==> config.mk <==
export PLATFORM = sky130hd
export DESIGN_NAME = ir_light_gain_pwm_controller_unit
export DESIGN_NICKNAME = d
export VERILOG_FILES = /design/src/hdl/ilgpc_pkg.sv /design/src/hdl/ilgpc_front.sv /design/src/hdl/ilgpc_queue.sv /design/src/hdl/ilgpc_back.sv /design/src/hdl/ir_light_gain_pwm_controller_unit.sv
export SDC_FILE = /design/constraint.sdc
export NUM_CORES = 1
export LEC_CHECK = 0
export ABC_AREA = 1
export BUFFER_PORTS_ARGS = -buffer_cell sky130_fd_sc_hd__buf_2
export CAP_MARGIN = 25
export CORE_UTILIZATION = 58
export CTS_CLUSTER_SIZE = 24
export DETAILED_ROUTE_END_ITERATION = 10
export PLACE_DENSITY = 0.76
export SLEW_MARGIN = 0
export SYNTH_ARGS = -nofsm -noshare
export SYNTH_HDL_FRONTEND = slang
export SYNTH_SLANG_ARGS = --single-unit
==> constraint.sdc <==
create_clock -name clk -period 6.4 [get_ports clk]
set_input_delay 0.32 -clock clk [delete_from_list [all_inputs] [get_ports clk]]
set_output_delay 0.32 -clock clk [all_outputs]
set_load 0.03 [all_outputs]
==> src/hdl/ilgpc_pkg.sv <==
// Shared types, constants and the duty scaling function of the IR lamp controller.
package ilgpc_pkg;

	localparam int unsigned STABLE_TICKS = 5;
	localparam int unsigned CNT_W        = $clog2(STABLE_TICKS + 1);
	localparam int unsigned GAIN_W       = 16;
	localparam int unsigned DUTY_W       = 7;
	localparam int unsigned PERMILLE_W   = 10;
	localparam int unsigned QUEUE_DEPTH  = 2;
	localparam int unsigned QPTR_W       = $clog2(QUEUE_DEPTH);

	localparam int unsigned DUTY_MAX     = 99;
	localparam int unsigned DUTY_FULL    = 100;
	localparam int unsigned DUTY_MIN     = 1;
	localparam int unsigned OFF_STEP     = 20;
	localparam int unsigned OFF_FLOOR    = 100;
	localparam int unsigned ON_RESET     = 1582;

	// gain*99/1582 exceeds 99 from this gain upwards
	localparam int unsigned SAT_GAIN     = 1598;
	localparam int unsigned SAT_W        = 11;
	// 99 * ceil(2^29 / 1582): exact quotient for every product up to 99*SAT_GAIN
	localparam int unsigned RECIP        = 33596937;
	localparam int unsigned RECIP_W      = 26;
	localparam int unsigned RECIP_SHIFT  = 29;
	localparam int unsigned PROD_W       = SAT_W + RECIP_W;

	typedef enum logic [1:0] {
		MODE_CLOSE = 2'd0,
		MODE_OPEN  = 2'd1,
		MODE_AUTO  = 2'd2,
		MODE_SPARE = 2'd3
	} light_mode_t;

	typedef enum logic [1:0] {
		DRV_CLOSED  = 2'd0,
		DRV_RUNNING = 2'd1,
		DRV_UNKNOWN = 2'd3
	} drv_mode_t;

	typedef enum logic [1:0] {
		REG_LIGHT_MODE = 2'd0,
		REG_ON_THR     = 2'd1,
		REG_OFF_THR    = 2'd2
	} reg_index_t;

	typedef struct packed {
		logic [GAIN_W-1:0] gain;
		logic              qualified;
		logic [DUTY_W-1:0] gain_duty;
		logic [DUTY_W-1:0] thr_duty;
	} item_t;

	typedef struct packed {
		logic                  running;
		logic [PERMILLE_W-1:0] duty_permille;
		logic                  written;
		logic                  start;
		logic                  stop;
		logic                  qualified;
	} result_t;

	function automatic logic [DUTY_W-1:0] scale_duty(input logic [GAIN_W-1:0] g);
		logic [SAT_W-1:0]  gc;
		logic [PROD_W-1:0] prod;
		logic [PROD_W-RECIP_SHIFT-1:0] q;
		gc   = (g >= GAIN_W'(SAT_GAIN)) ? SAT_W'(SAT_GAIN) : g[SAT_W-1:0];
		prod = PROD_W'(gc) * PROD_W'(RECIP);
		q    = prod[PROD_W-1:RECIP_SHIFT];
		return (q > (PROD_W-RECIP_SHIFT)'(DUTY_MAX)) ? DUTY_W'(DUTY_MAX) : q[DUTY_W-1:0];
	endfunction

endpackage

==> src/hdl/ilgpc_front.sv <==
// Front end: gain stability qualification and duty scaling of each tick.
module ilgpc_front (
	input  logic                                clk,
	input  logic                                arst_n,
	input  logic                                in_valid,
	input  logic [ilgpc_pkg::GAIN_W-1:0]        gain,
	input  ilgpc_pkg::light_mode_t              light_mode,
	input  logic [ilgpc_pkg::GAIN_W-1:0]        on_thr,
	input  logic                                queue_ready,
	output logic                                push,
	output ilgpc_pkg::item_t                    item
);

	logic [ilgpc_pkg::CNT_W-1:0]  count_q;
	logic [ilgpc_pkg::GAIN_W-1:0] ref_gain_q;
	logic [ilgpc_pkg::CNT_W-1:0]  count_n;
	logic [ilgpc_pkg::GAIN_W-1:0] ref_gain_n;

	assign push = in_valid && queue_ready;

	always_comb begin
		count_n    = count_q;
		ref_gain_n = ref_gain_q;
		// close mode freezes the counter
		if (light_mode != ilgpc_pkg::MODE_CLOSE) begin
			if (count_q == '0 || count_q == ilgpc_pkg::CNT_W'(ilgpc_pkg::STABLE_TICKS)) begin
				count_n    = ilgpc_pkg::CNT_W'(1);
				ref_gain_n = gain;
			end else if (ref_gain_q == gain) begin
				count_n = count_q + ilgpc_pkg::CNT_W'(1);
			end else begin
				count_n = '0;
			end
		end
	end

	always_comb begin
		item.gain      = gain;
		item.qualified = (light_mode != ilgpc_pkg::MODE_CLOSE) &&
			(count_n == ilgpc_pkg::CNT_W'(ilgpc_pkg::STABLE_TICKS));
		item.gain_duty = ilgpc_pkg::scale_duty(gain);
		item.thr_duty  = ilgpc_pkg::scale_duty(on_thr);
	end

	always_ff @(posedge clk or negedge arst_n) begin
		if (!arst_n) begin
			count_q    <= '0;
			ref_gain_q <= '0;
		end else if (push) begin
			count_q    <= count_n;
			ref_gain_q <= ref_gain_n;
		end
	end

endmodule

==> src/hdl/ilgpc_queue.sv <==
// Two-entry queue between the front end and the lamp control back end.
module ilgpc_queue (
	input  logic             clk,
	input  logic             arst_n,
	input  logic             push,
	input  ilgpc_pkg::item_t push_item,
	output logic             ready,
	input  logic             pop,
	output logic             avail,
	output ilgpc_pkg::item_t head
);

	localparam int unsigned CNT_W = ilgpc_pkg::QPTR_W + 1;

	ilgpc_pkg::item_t             mem_q [ilgpc_pkg::QUEUE_DEPTH];
	logic [ilgpc_pkg::QPTR_W-1:0] wr_q;
	logic [ilgpc_pkg::QPTR_W-1:0] rd_q;
	logic [CNT_W-1:0]             cnt_q;

	assign ready = cnt_q != CNT_W'(ilgpc_pkg::QUEUE_DEPTH);
	assign avail = cnt_q != '0;
	assign head  = mem_q[rd_q];

	always_ff @(posedge clk) begin
		if (push) begin
			mem_q[wr_q] <= push_item;
		end
	end

	always_ff @(posedge clk or negedge arst_n) begin
		if (!arst_n) begin
			wr_q  <= '0;
			rd_q  <= '0;
			cnt_q <= '0;
		end else begin
			if (push) wr_q <= wr_q + ilgpc_pkg::QPTR_W'(1);
			if (pop) rd_q <= rd_q + ilgpc_pkg::QPTR_W'(1);
			if (push && !pop) cnt_q <= cnt_q + CNT_W'(1);
			else if (pop && !push) cnt_q <= cnt_q - CNT_W'(1);
		end
	end

	assert property (@(posedge clk) disable iff (!arst_n)
		cnt_q <= CNT_W'(ilgpc_pkg::QUEUE_DEPTH))
		else $error("queue count beyond depth");
	assert property (@(posedge clk) disable iff (!arst_n)
		pop |-> avail)
		else $error("pop from empty queue");
	assert property (@(posedge clk) disable iff (!arst_n)
		push |-> ready)
		else $error("push into full queue");

endmodule

==> src/hdl/ilgpc_back.sv <==
// Back end: lamp on/off and duty decisions, PWM driver state and result register.
module ilgpc_back (
	input  logic                          clk,
	input  logic                          arst_n,
	input  logic                          avail,
	input  ilgpc_pkg::item_t              head,
	output logic                          pop,
	input  ilgpc_pkg::light_mode_t        light_mode,
	input  logic [ilgpc_pkg::GAIN_W-1:0]  on_thr,
	input  logic [ilgpc_pkg::GAIN_W-1:0]  off_thr,
	output logic                          out_valid,
	input  logic                          out_ready,
	output ilgpc_pkg::result_t            result
);

	logic [ilgpc_pkg::DUTY_W-1:0] auto_duty_q, auto_duty_n;
	logic                         auto_started_q, auto_started_n;
	logic                         just_opened_q, just_opened_n;
	logic [ilgpc_pkg::GAIN_W-1:0] learned_q, learned_n;
	ilgpc_pkg::drv_mode_t         drv_mode_q, drv_mode_n;
	logic [ilgpc_pkg::DUTY_W-1:0] drv_duty_q, drv_duty_n;
	logic                         out_valid_q;
	ilgpc_pkg::result_t           result_q, result_n;

	logic                         close_req;
	logic                         open_req;
	logic [ilgpc_pkg::DUTY_W-1:0] open_duty;
	logic                         ev_written, ev_start, ev_stop;
	logic                         running;

	assign pop       = avail && (!out_valid_q || out_ready);
	assign out_valid = out_valid_q;
	assign result    = result_q;

	always_comb begin
		auto_duty_n    = auto_duty_q;
		auto_started_n = auto_started_q;
		just_opened_n  = just_opened_q;
		learned_n      = learned_q;
		close_req      = 1'b0;
		open_req       = 1'b0;
		open_duty      = auto_duty_q;

		if (light_mode == ilgpc_pkg::MODE_CLOSE) begin
			close_req = 1'b1;
		end else if (head.qualified) begin
			case (light_mode)
				ilgpc_pkg::MODE_OPEN: begin
					if (head.gain > on_thr) begin
						auto_duty_n   = ilgpc_pkg::DUTY_W'(ilgpc_pkg::DUTY_MAX);
						just_opened_n = 1'b1;
						learned_n     = on_thr;
						open_req      = 1'b1;
						open_duty     = ilgpc_pkg::DUTY_W'(ilgpc_pkg::DUTY_MAX);
					end else if (head.gain < learned_q) begin
						if (just_opened_q) begin
							// lower the learned level once by a margin
							learned_n = (head.gain > ilgpc_pkg::GAIN_W'(ilgpc_pkg::OFF_FLOOR)) ?
								head.gain - ilgpc_pkg::GAIN_W'(ilgpc_pkg::OFF_STEP) : head.gain;
						end else begin
							close_req = 1'b1;
							learned_n = '0;
						end
						just_opened_n = 1'b0;
					end
				end
				ilgpc_pkg::MODE_AUTO: begin
					if (head.gain > on_thr) begin
						if (!auto_started_q) begin
							auto_duty_n    = head.thr_duty;
							auto_started_n = 1'b1;
						end else begin
							auto_duty_n = head.gain_duty;
						end
						open_req  = 1'b1;
						open_duty = auto_duty_n;
					end else if (head.gain < off_thr) begin
						if (auto_duty_q < ilgpc_pkg::DUTY_W'(2)) begin
							close_req      = 1'b1;
							auto_started_n = 1'b0;
						end else begin
							auto_duty_n = auto_duty_q >> 1;
							open_req    = 1'b1;
							open_duty   = auto_duty_n;
						end
					end
				end
				default: begin
				end
			endcase
		end
	end

	// PWM driver: start, stop and clamped duty writes
	always_comb begin
		drv_mode_n = drv_mode_q;
		drv_duty_n = drv_duty_q;
		ev_written = 1'b0;
		ev_start   = 1'b0;
		ev_stop    = 1'b0;
		if (close_req && drv_mode_q != ilgpc_pkg::DRV_CLOSED) begin
			drv_mode_n = ilgpc_pkg::DRV_CLOSED;
			drv_duty_n = '0;
			ev_stop    = 1'b1;
		end
		if (open_req) begin
			if (drv_duty_q != open_duty) begin
				if (open_duty >= ilgpc_pkg::DUTY_W'(ilgpc_pkg::DUTY_FULL))
					drv_duty_n = ilgpc_pkg::DUTY_W'(ilgpc_pkg::DUTY_MAX);
				else if (open_duty <= ilgpc_pkg::DUTY_W'(ilgpc_pkg::DUTY_MIN))
					drv_duty_n = ilgpc_pkg::DUTY_W'(ilgpc_pkg::DUTY_MIN);
				else
					drv_duty_n = open_duty;
				ev_written = 1'b1;
			end
			if (drv_mode_q != ilgpc_pkg::DRV_RUNNING) begin
				drv_mode_n = ilgpc_pkg::DRV_RUNNING;
				ev_start   = 1'b1;
			end
		end
	end

	always_comb begin
		running                = drv_mode_n == ilgpc_pkg::DRV_RUNNING;
		result_n.running       = running;
		// duty * 10 as (duty << 3) + (duty << 1)
		result_n.duty_permille = running ?
			({3'b000, drv_duty_n} << 3) + ({3'b000, drv_duty_n} << 1) : '0;
		result_n.written       = ev_written;
		result_n.start         = ev_start;
		result_n.stop          = ev_stop;
		result_n.qualified     = head.qualified;
	end

	always_ff @(posedge clk or negedge arst_n) begin
		if (!arst_n) begin
			auto_duty_q    <= '0;
			auto_started_q <= 1'b0;
			just_opened_q  <= 1'b0;
			learned_q      <= '0;
			drv_mode_q     <= ilgpc_pkg::DRV_UNKNOWN;
			drv_duty_q     <= '0;
			out_valid_q    <= 1'b0;
		end else begin
			if (pop) begin
				auto_duty_q    <= auto_duty_n;
				auto_started_q <= auto_started_n;
				just_opened_q  <= just_opened_n;
				learned_q      <= learned_n;
				drv_mode_q     <= drv_mode_n;
				drv_duty_q     <= drv_duty_n;
				out_valid_q    <= 1'b1;
			end else if (out_ready) begin
				out_valid_q <= 1'b0;
			end
		end
	end

	always_ff @(posedge clk) begin
		if (pop) result_q <= result_n;
	end

	assert property (@(posedge clk) disable iff (!arst_n)
		out_valid_q |-> !(result_q.start && result_q.stop))
		else $error("start and stop in one result");
	assert property (@(posedge clk) disable iff (!arst_n)
		out_valid_q && (result_q.start || result_q.written) |-> result_q.running)
		else $error("start or duty write without running lamp");
	assert property (@(posedge clk) disable iff (!arst_n)
		drv_duty_q <= ilgpc_pkg::DUTY_W'(ilgpc_pkg::DUTY_MAX))
		else $error("driver duty above maximum");
	assert property (@(posedge clk) disable iff (!arst_n)
		out_valid_q && result_q.stop |-> result_q.duty_permille == '0)
		else $error("stop with non-zero duty");

endmodule

==> src/hdl/ir_light_gain_pwm_controller_unit.sv <==
// Top level of the gain driven IR lamp PWM controller.
// Usage:
//   Slave stream (s_tvalid/s_tready/s_tdata) takes one periodic tick per request,
//   carrying the 16-bit sensor gain. Master stream (m_tvalid/m_tready/m_tdata)
//   returns exactly one result per tick: lamp state, duty in per mille and the
//   start, stop, duty-write and qualification flags.
//   Configuration goes through cfg_we/cfg_index/cfg_data: index 0 light mode,
//   1 on gain threshold, 2 off gain threshold. Write only while no tick is
//   in flight.
// Data flow and throughput:
//   A tick enters the front end (stability count and gain scaling) and is
//   written into a two-entry queue at the edge it is accepted; the back end
//   pops it once its result register is free and registers its result there,
//   which then shows on the master side. One tick per cycle is sustained
//   while m_tready stays high.
// Reset and stalls:
//   arst_n clears the registers to lamp mode close, on threshold 1582, off
//   threshold 0, and the driver to an unknown state. While m_tready is low the
//   result holds; the queue fills up to its two entries, then s_tready drops.
module ir_light_gain_pwm_controller_unit (
	input  logic        clk,
	input  logic        arst_n,
	input  logic        s_tvalid,
	output logic        s_tready,
	input  logic [15:0] s_tdata,  // [15:0] gain_sample
	output logic        m_tvalid,
	input  logic        m_tready,
	// [0] lamp_running, [10:1] duty_permille, [11] duty_written,
	// [12] start_pulse, [13] stop_pulse, [14] gain_qualified, [15] zero
	output logic [15:0] m_tdata,
	input  logic        cfg_we,
	input  logic [1:0]  cfg_index,
	input  logic [15:0] cfg_data
);

	ilgpc_pkg::light_mode_t       light_mode_q;
	logic [ilgpc_pkg::GAIN_W-1:0] on_thr_q;
	logic [ilgpc_pkg::GAIN_W-1:0] off_thr_q;

	logic               push;
	logic               q_ready;
	logic               pop;
	logic               avail;
	ilgpc_pkg::item_t   push_item;
	ilgpc_pkg::item_t   head;
	ilgpc_pkg::result_t result;

	always_ff @(posedge clk or negedge arst_n) begin
		if (!arst_n) begin
			light_mode_q <= ilgpc_pkg::MODE_CLOSE;
			on_thr_q     <= ilgpc_pkg::GAIN_W'(ilgpc_pkg::ON_RESET);
			off_thr_q    <= '0;
		end else if (cfg_we) begin
			case (ilgpc_pkg::reg_index_t'(cfg_index))
				ilgpc_pkg::REG_LIGHT_MODE: light_mode_q <= ilgpc_pkg::light_mode_t'(cfg_data[1:0]);
				ilgpc_pkg::REG_ON_THR:     on_thr_q     <= cfg_data;
				ilgpc_pkg::REG_OFF_THR:    off_thr_q    <= cfg_data;
				default: begin
				end
			endcase
		end
	end

	assign s_tready = q_ready;

	ilgpc_front u_front (
		.clk         (clk),
		.arst_n      (arst_n),
		.in_valid    (s_tvalid),
		.gain        (s_tdata),
		.light_mode  (light_mode_q),
		.on_thr      (on_thr_q),
		.queue_ready (q_ready),
		.push        (push),
		.item        (push_item)
	);

	ilgpc_queue u_queue (
		.clk       (clk),
		.arst_n    (arst_n),
		.push      (push),
		.push_item (push_item),
		.ready     (q_ready),
		.pop       (pop),
		.avail     (avail),
		.head      (head)
	);

	ilgpc_back u_back (
		.clk        (clk),
		.arst_n     (arst_n),
		.avail      (avail),
		.head       (head),
		.pop        (pop),
		.light_mode (light_mode_q),
		.on_thr     (on_thr_q),
		.off_thr    (off_thr_q),
		.out_valid  (m_tvalid),
		.out_ready  (m_tready),
		.result     (result)
	);

	assign m_tdata = {1'b0, result.qualified, result.stop, result.start,
		result.written, result.duty_permille, result.running};

endmodule
* Yosys cells after proc, flatten, opt, wreduce, memory -nomap -nowiden
Memory sizes are Yosys's and may differ from the RTL's.
Index checks and enable logic that the tools add are counted.
** Storage, ports and cells
- Register bits :: 107
- RAM bits :: 62
- Input bits :: 39
- Output and inout bits :: 18
- Word-level logic and storage cells :: 139
- Memories kept :: 1
** Operators by class
- Add/subtract/negate cells :: 7
- Multipliers :: 2
- Magnitude comparators :: 11
- Eq/ne operators :: 11
- Mux-type cells :: 57
- Bitwise logic cells :: 1
- Reduce and logical (&&, ||, !) cells :: 28
** Memory list
- u_queue.mem_q :: depth 2, bits a word 31, read ports 1, clocked after memory_dff 0, write ports 1, RTL line ilgpc_queue.sv:15 : ilgpc_pkg::item_t mem_q [ilgpc_pkg::QUEUE_DEPTH];
** Operators with widths (count)
- 2-to-1 mux 7 bit :: 14
- multiplier 11 x 26 -> 37 bit (second input constant) :: 2
- 2-to-1 mux 16 bit :: 4
- greater-or-equal comparator 16 x 11 -> 1 bit (second input constant) :: 2
- < comparator 16 bit :: 2
- 2-to-1 mux 1 bit :: 26
- 2-to-1 mux 11 bit :: 2
- equality test 16 bit :: 1
- greater-than comparator 16 bit :: 1
- greater-than comparator 16 x 7 -> 1 bit (second input constant) :: 1
- greater-than comparator 8 x 7 -> 1 bit (second input constant) :: 2
- nonzero test 2 bit :: 8
- subtractor 16 x 5 -> 16 bit (second input constant) :: 1
- one-hot mux 7 bit (2 select lines) :: 1
- adder 10 x 8 -> 10 bit :: 1
- 2-to-1 mux 2 bit :: 5
- 2-to-1 mux 3 bit :: 3
- greater-or-equal comparator 7 bit (second input constant) :: 1
- <= comparator 7 x 1 -> 1 bit (second input constant) :: 1
- < comparator 7 x 2 -> 1 bit (second input constant) :: 1
- inequality test 7 bit :: 1
- equality test 2 x 1 -> 1 bit (second input constant) :: 3
- equality test 3 bit (second input constant) :: 2
- logical AND 1 bit :: 6
- other kinds (17) :: 26

* Depth between registers and ports, before layout
- Depth in word-level cells :: 13
- Gate-level depth with buffers :: 42
- Mapped depth without buffers :: 41

* Modules after synthesis
From an unflattened synthesis, not the netlist that was laid out.
** Unflattened totals
- Cell total of the unflattened synthesis :: 1878
- Area total of the unflattened synthesis :: 15723.8 um^2
** By module, submodules not included
- ilgpc_front :: times used 1, cells an instance 936, area each 6929.1 um^2, seq. area each 475.5 um^2
- ilgpc_back :: times used 1, cells an instance 664, area each 4675.7 um^2, seq. area each 1298.7 um^2
- ilgpc_queue :: times used 1, cells an instance 122, area each 2597.5 um^2, seq. area each 1961.9 um^2
- ir_light_gain_pwm_controller_unit :: times used 1, cells an instance 156, area each 1521.5 um^2, seq. area each 858.3 um^2

* Worst setup path before layout
OpenSTA, ideal clock, no wires.
- Kind :: flip-flop to flip-flop
- Start :: reg on_thr_q[3] in the netlist's numbering
- End :: mem u_queue.mem_q[0][0] in the netlist's numbering (data pin)
- Setup time :: 0.261 ns
- Arrival time :: 4.795 ns
- Data required time :: 6.139 ns
- Slack :: 1.345 ns
- Cell stages (with the launch flop) :: 28
- Path buffers :: 1
- Period minus slack after synthesis :: 5.055 ns
- Cells stage by stage :: dfstp_2 > inv_2 > nor4_1 > o21bai_1 > nand2_1 > buf_4 > nor2_1 > inv_1 > ha_1 > fa_1 > fa_1 > inv_1 > fa_1 > ha_1 > ha_1 > a21oi_1 > o21ai_0 > a21oi_1 > o21ai_0 > nand2_1 > nand2_1 > inv_1 > nand2_1 > nand2_1 > nand2_1 > nand3_1 > nand2_1 > nand2_1
** RTL lines
- from (decl) :: RTL line ir_light_gain_pwm_controller_unit.sv:37 : logic [ilgpc_pkg::GAIN_W-1:0] on_thr_q;
- from (signal assigned) :: RTL line ir_light_gain_pwm_controller_unit.sv:51 : on_thr_q <= ilgpc_pkg::GAIN_W'(ilgpc_pkg::ON_RESET);
- from (signal assigned) :: RTL line ir_light_gain_pwm_controller_unit.sv:56 : ilgpc_pkg::REG_ON_THR: on_thr_q <= cfg_data;
- to (decl) :: RTL line ilgpc_queue.sv:15

==> results.cfg <==
[outcome]
outcome = finished, final reports clean

[worst_setup_path]
critPathMostFrequentCell = nand2_1
crit_required_ps = 6580
path_max_fanout = 11
cpMaxStageDelayCell = dfstp_2
max_stage_delay_ps = 600
critPathKind = reg -> reg
cp_data_arrival_time_ps = 6140
path_delay_family = adder cells
start_kind = flip-flop
endpoint_kind = flip-flop
critPathBufInv = 5

[final_layout]
fin_nets = 2114
n_antenna_cell = 0
fin_area_um2 = 15600
drive_above_1_share_pct = 9.88
syn_to_final_growth_pct = 8.98
regArea_um2 = 4590
multi_input_area_um2 = 8600
fill_cells = 2065

[place]
hpwl_um = 28000
placed_area_um2 = 15000
portBuffers = 54
gp_routability_congestion = 0.982

[yosys]
synth_edf_count = 76
ys_seq_area_share_pct = 32.1
synth.distinct_cells = 60
synth.area.mux_share_pct = 0.620
synth_area_leader_cell = ha_1
syn_inst = 1748
synthXorXnorAreaFrac_pct = 1.89
synth_area_leaders = ha_1, edfxtp_1, dfrtp_1
synth_compound_area_share_pct = 12.5
ys_ff_latch = 168
synth_top_family_by_area = adder cells
ys_warn_count = 0
yosys.area.top_type_share_pct = 20.3
synth_async_sr_flop_share_pct = 54.8
synthAdderAreaFrac_pct = 25.1
yosys.area_share.simple_pct = 19.7
syn_area_um2 = 14300
syn_area_per_cell_um2 = 8.20
ys_dominant_reg_cell = dfrtp_1

[grt]
antenna_found_initial = 0
grt_max_degree = 56
grt.total_usage_pct = 28.9
grt_pass1_vias = 12100
grt_overflow = 0
grt_pass1_wl_um = 58900

[floorplanning]
die_h_um = 159
core-area_um2 = 24200
die_area_um2 = 25300
fp.dieW_um = 159
start_util_pct = 59.1
row_count = 57
io_pins = 57

[detailed_routing]
drt_iter0_markers = 1045
drc = 0
drt_pass1_iterations = 6
drtAntennaViolNets = 0
wl_um = 35400
num_vias = 12200
drt-vias-per-instance = 5.70
drt-wirelength-per-cell_um = 16.5

[clock_tree]
path_clk_slew_ps = 90
numCtsBuffers = 17
cts_num_sinks = 168
cts_setup_buffers = 0
cts_tree = yes
cts_max_path_buffers = 2
clockRootBuffer = clkbuf_16
insertion_delay_ps = 450
h-tree-depth = 4

[sta]
period_share_pct = 93.0
layout_min_cycle_time_ps = 5950
fin_setup_tns_ps = 0
finalSetupViolCount = 0
final_hold_viol_count = 0
relSlewSlack_pct = 29.2
tightest_slew_ps = 1060
rsz0062_at_grt = no
finClkSkew_ps = 20.1
timing.hold.ws_ps = 65.7
max_freq_mhz = 168
finalMaxSlewViolations = 0

[power_and_ir_drop]
powerDensity_nw_per_um2 = 391
ir_worst_vdd_mv = 0.241
leakage_nw = 7.62

[job]
max_cap_viol_count = 0

[worst_hold_path]
hold_class = in -> reg
[worst paths after layout]
check	cells after the start	slack (ps)	from	to
max in group asynchronous	3	4890	arst_n	u_front.ref_gain_q[2]
setup reg to reg	27	450	on_thr_q[3]	u_queue.mem_q[0][1]
min in group asynchronous	2	380	arst_n	off_thr_q[10]
hold / removal	2	70	m_tready	u_back.out_valid
setup / recovery	27	450	on_thr_q[3]	u_queue.mem_q[0][1]
hold reg to reg	2	480	u_back.learned_q[0]	u_back.learned_q[0]
[cell families (layout without fill, tap and decap cells)]
logic type,after synthesis,in the layout
other,1,2
AOI/OAI and AO/OA,318,318
DFF,168,168
buffers and inverters,298,370
xor gates and xnor gates,31,31
muxes,8,8
adders and majority gates,267,267
and+or+nand+nor,657,657
[power breakdown]
| group | switching (mW) | internal [mW] | leakage (nW) |
|---|---|---|---|
| Combinational | 2.19 | 1.16 | 5.50 |
| Sequential | 0.184 | 1.52 | 1.82 |
| Clock | 0.513 | 0.534 | 0.300 |
| Total | 2.89 | 3.22 | 7.62 |
[registers in the layout, summed over array words and instances, names as in the netlist, 3 cells and up]
| signal | cells |
|---|---|
| u_queue.mem_q | 62 |
| u_front.ref_gain_q | 16 |
| u_back.learned_q | 16 |
| u_back.result | 14 |
| u_back.drv_duty_q | 7 |
| off_thr_q | 16 |
| on_thr_q | 16 |
| u_back.auto_duty_q | 7 |
| u_front.count_q | 3 |
[metal layers]
metal	vias up	share of wire [%]	track usage, %
met3	103	5.9	3.70
met2	462	47	47.9
li1	5965	-	-
met4	0	3.9	13.5
met5	-	0	0
met1	5701	43	37.8
[stage by stage]
| step | utilization (%) | instances | setup slack (ps) | power, mW |
|---|---|---|---|---|
| after floorplan | - | 1749 | 1340 | 4.16 |
| after global placement | 61.8 | 2112 | 552 | 4.91 |
| after detailed placement | 61.8 | 2112 | 490 | 5.01 |
| after CTS | 64.4 | 2145 | 431 | 6.08 |
| after global routing | 64.4 | 2145 | 105 | 6.63 |
| final | 64.4 | 2145 | 446 | 6.10 |
[cells in the final DEF, fill, tap and decap left out, drive strengths merged, types with 2 or more instances in the layout]
master	instances
a22oi	2
o221ai	3
xnor2	14
nor2	140
a31oi	5
a21oi	109
ha	232
dfrtp	84
mux2	7
clkinv	12
xor2	17
o22ai	18
o211ai	4
o21ai	136
clkbuf	17
edfxtp	76
buf	69
nand2	380
o32ai	3
nand3b	4
nor4	8
fa	35
nand4	15
nand3	70
inv	271
o21a	11
a32oi	6
nor3	19
conb	2
dfstp	8
or2	19
a211oi	2
o21bai	11
[layout make-up]
| class | instances | share of cell area [%] |
|---|---|---|
| clock buffers | 17 | 2.72 |
| well taps | 324 | 2.60 |
| repair buffers | 70 | 2.53 |
| flip-flops and latches | 168 | 29.4 |
| clock inverters | 15 | 1.26 |
| inverters | 268 | 6.45 |
| multi-input cells | 1283 | 55.0 |
[Yosys cell counts, drive strengths merged (8+ instances only)]
| cell | instances |
|---|---|
| inv | 265 |
| xnor2 | 14 |
| nand3 | 70 |
| nor2 | 140 |
| clkbuf | 19 |
| buf | 11 |
| ha | 232 |
| nand2 | 380 |
| nand4 | 15 |
| a21oi | 109 |
| o21bai | 11 |
| or2 | 19 |
| xor2 | 17 |
| o21ai | 136 |
| nor3 | 19 |
| o21a | 11 |
| fa | 35 |
| nor4 | 8 |
| dfrtp | 84 |
| o22ai | 18 |
| edfxtp | 76 |
| dfstp | 8 |
[repair_timing]
action	4_1_cts	5_1_grt
gates resized for setup	0	1
setup endpoints to repair	0	6
hold buffers	1	0
hold endpoints to repair	31	0
Power figures use the tool's default switching activity.
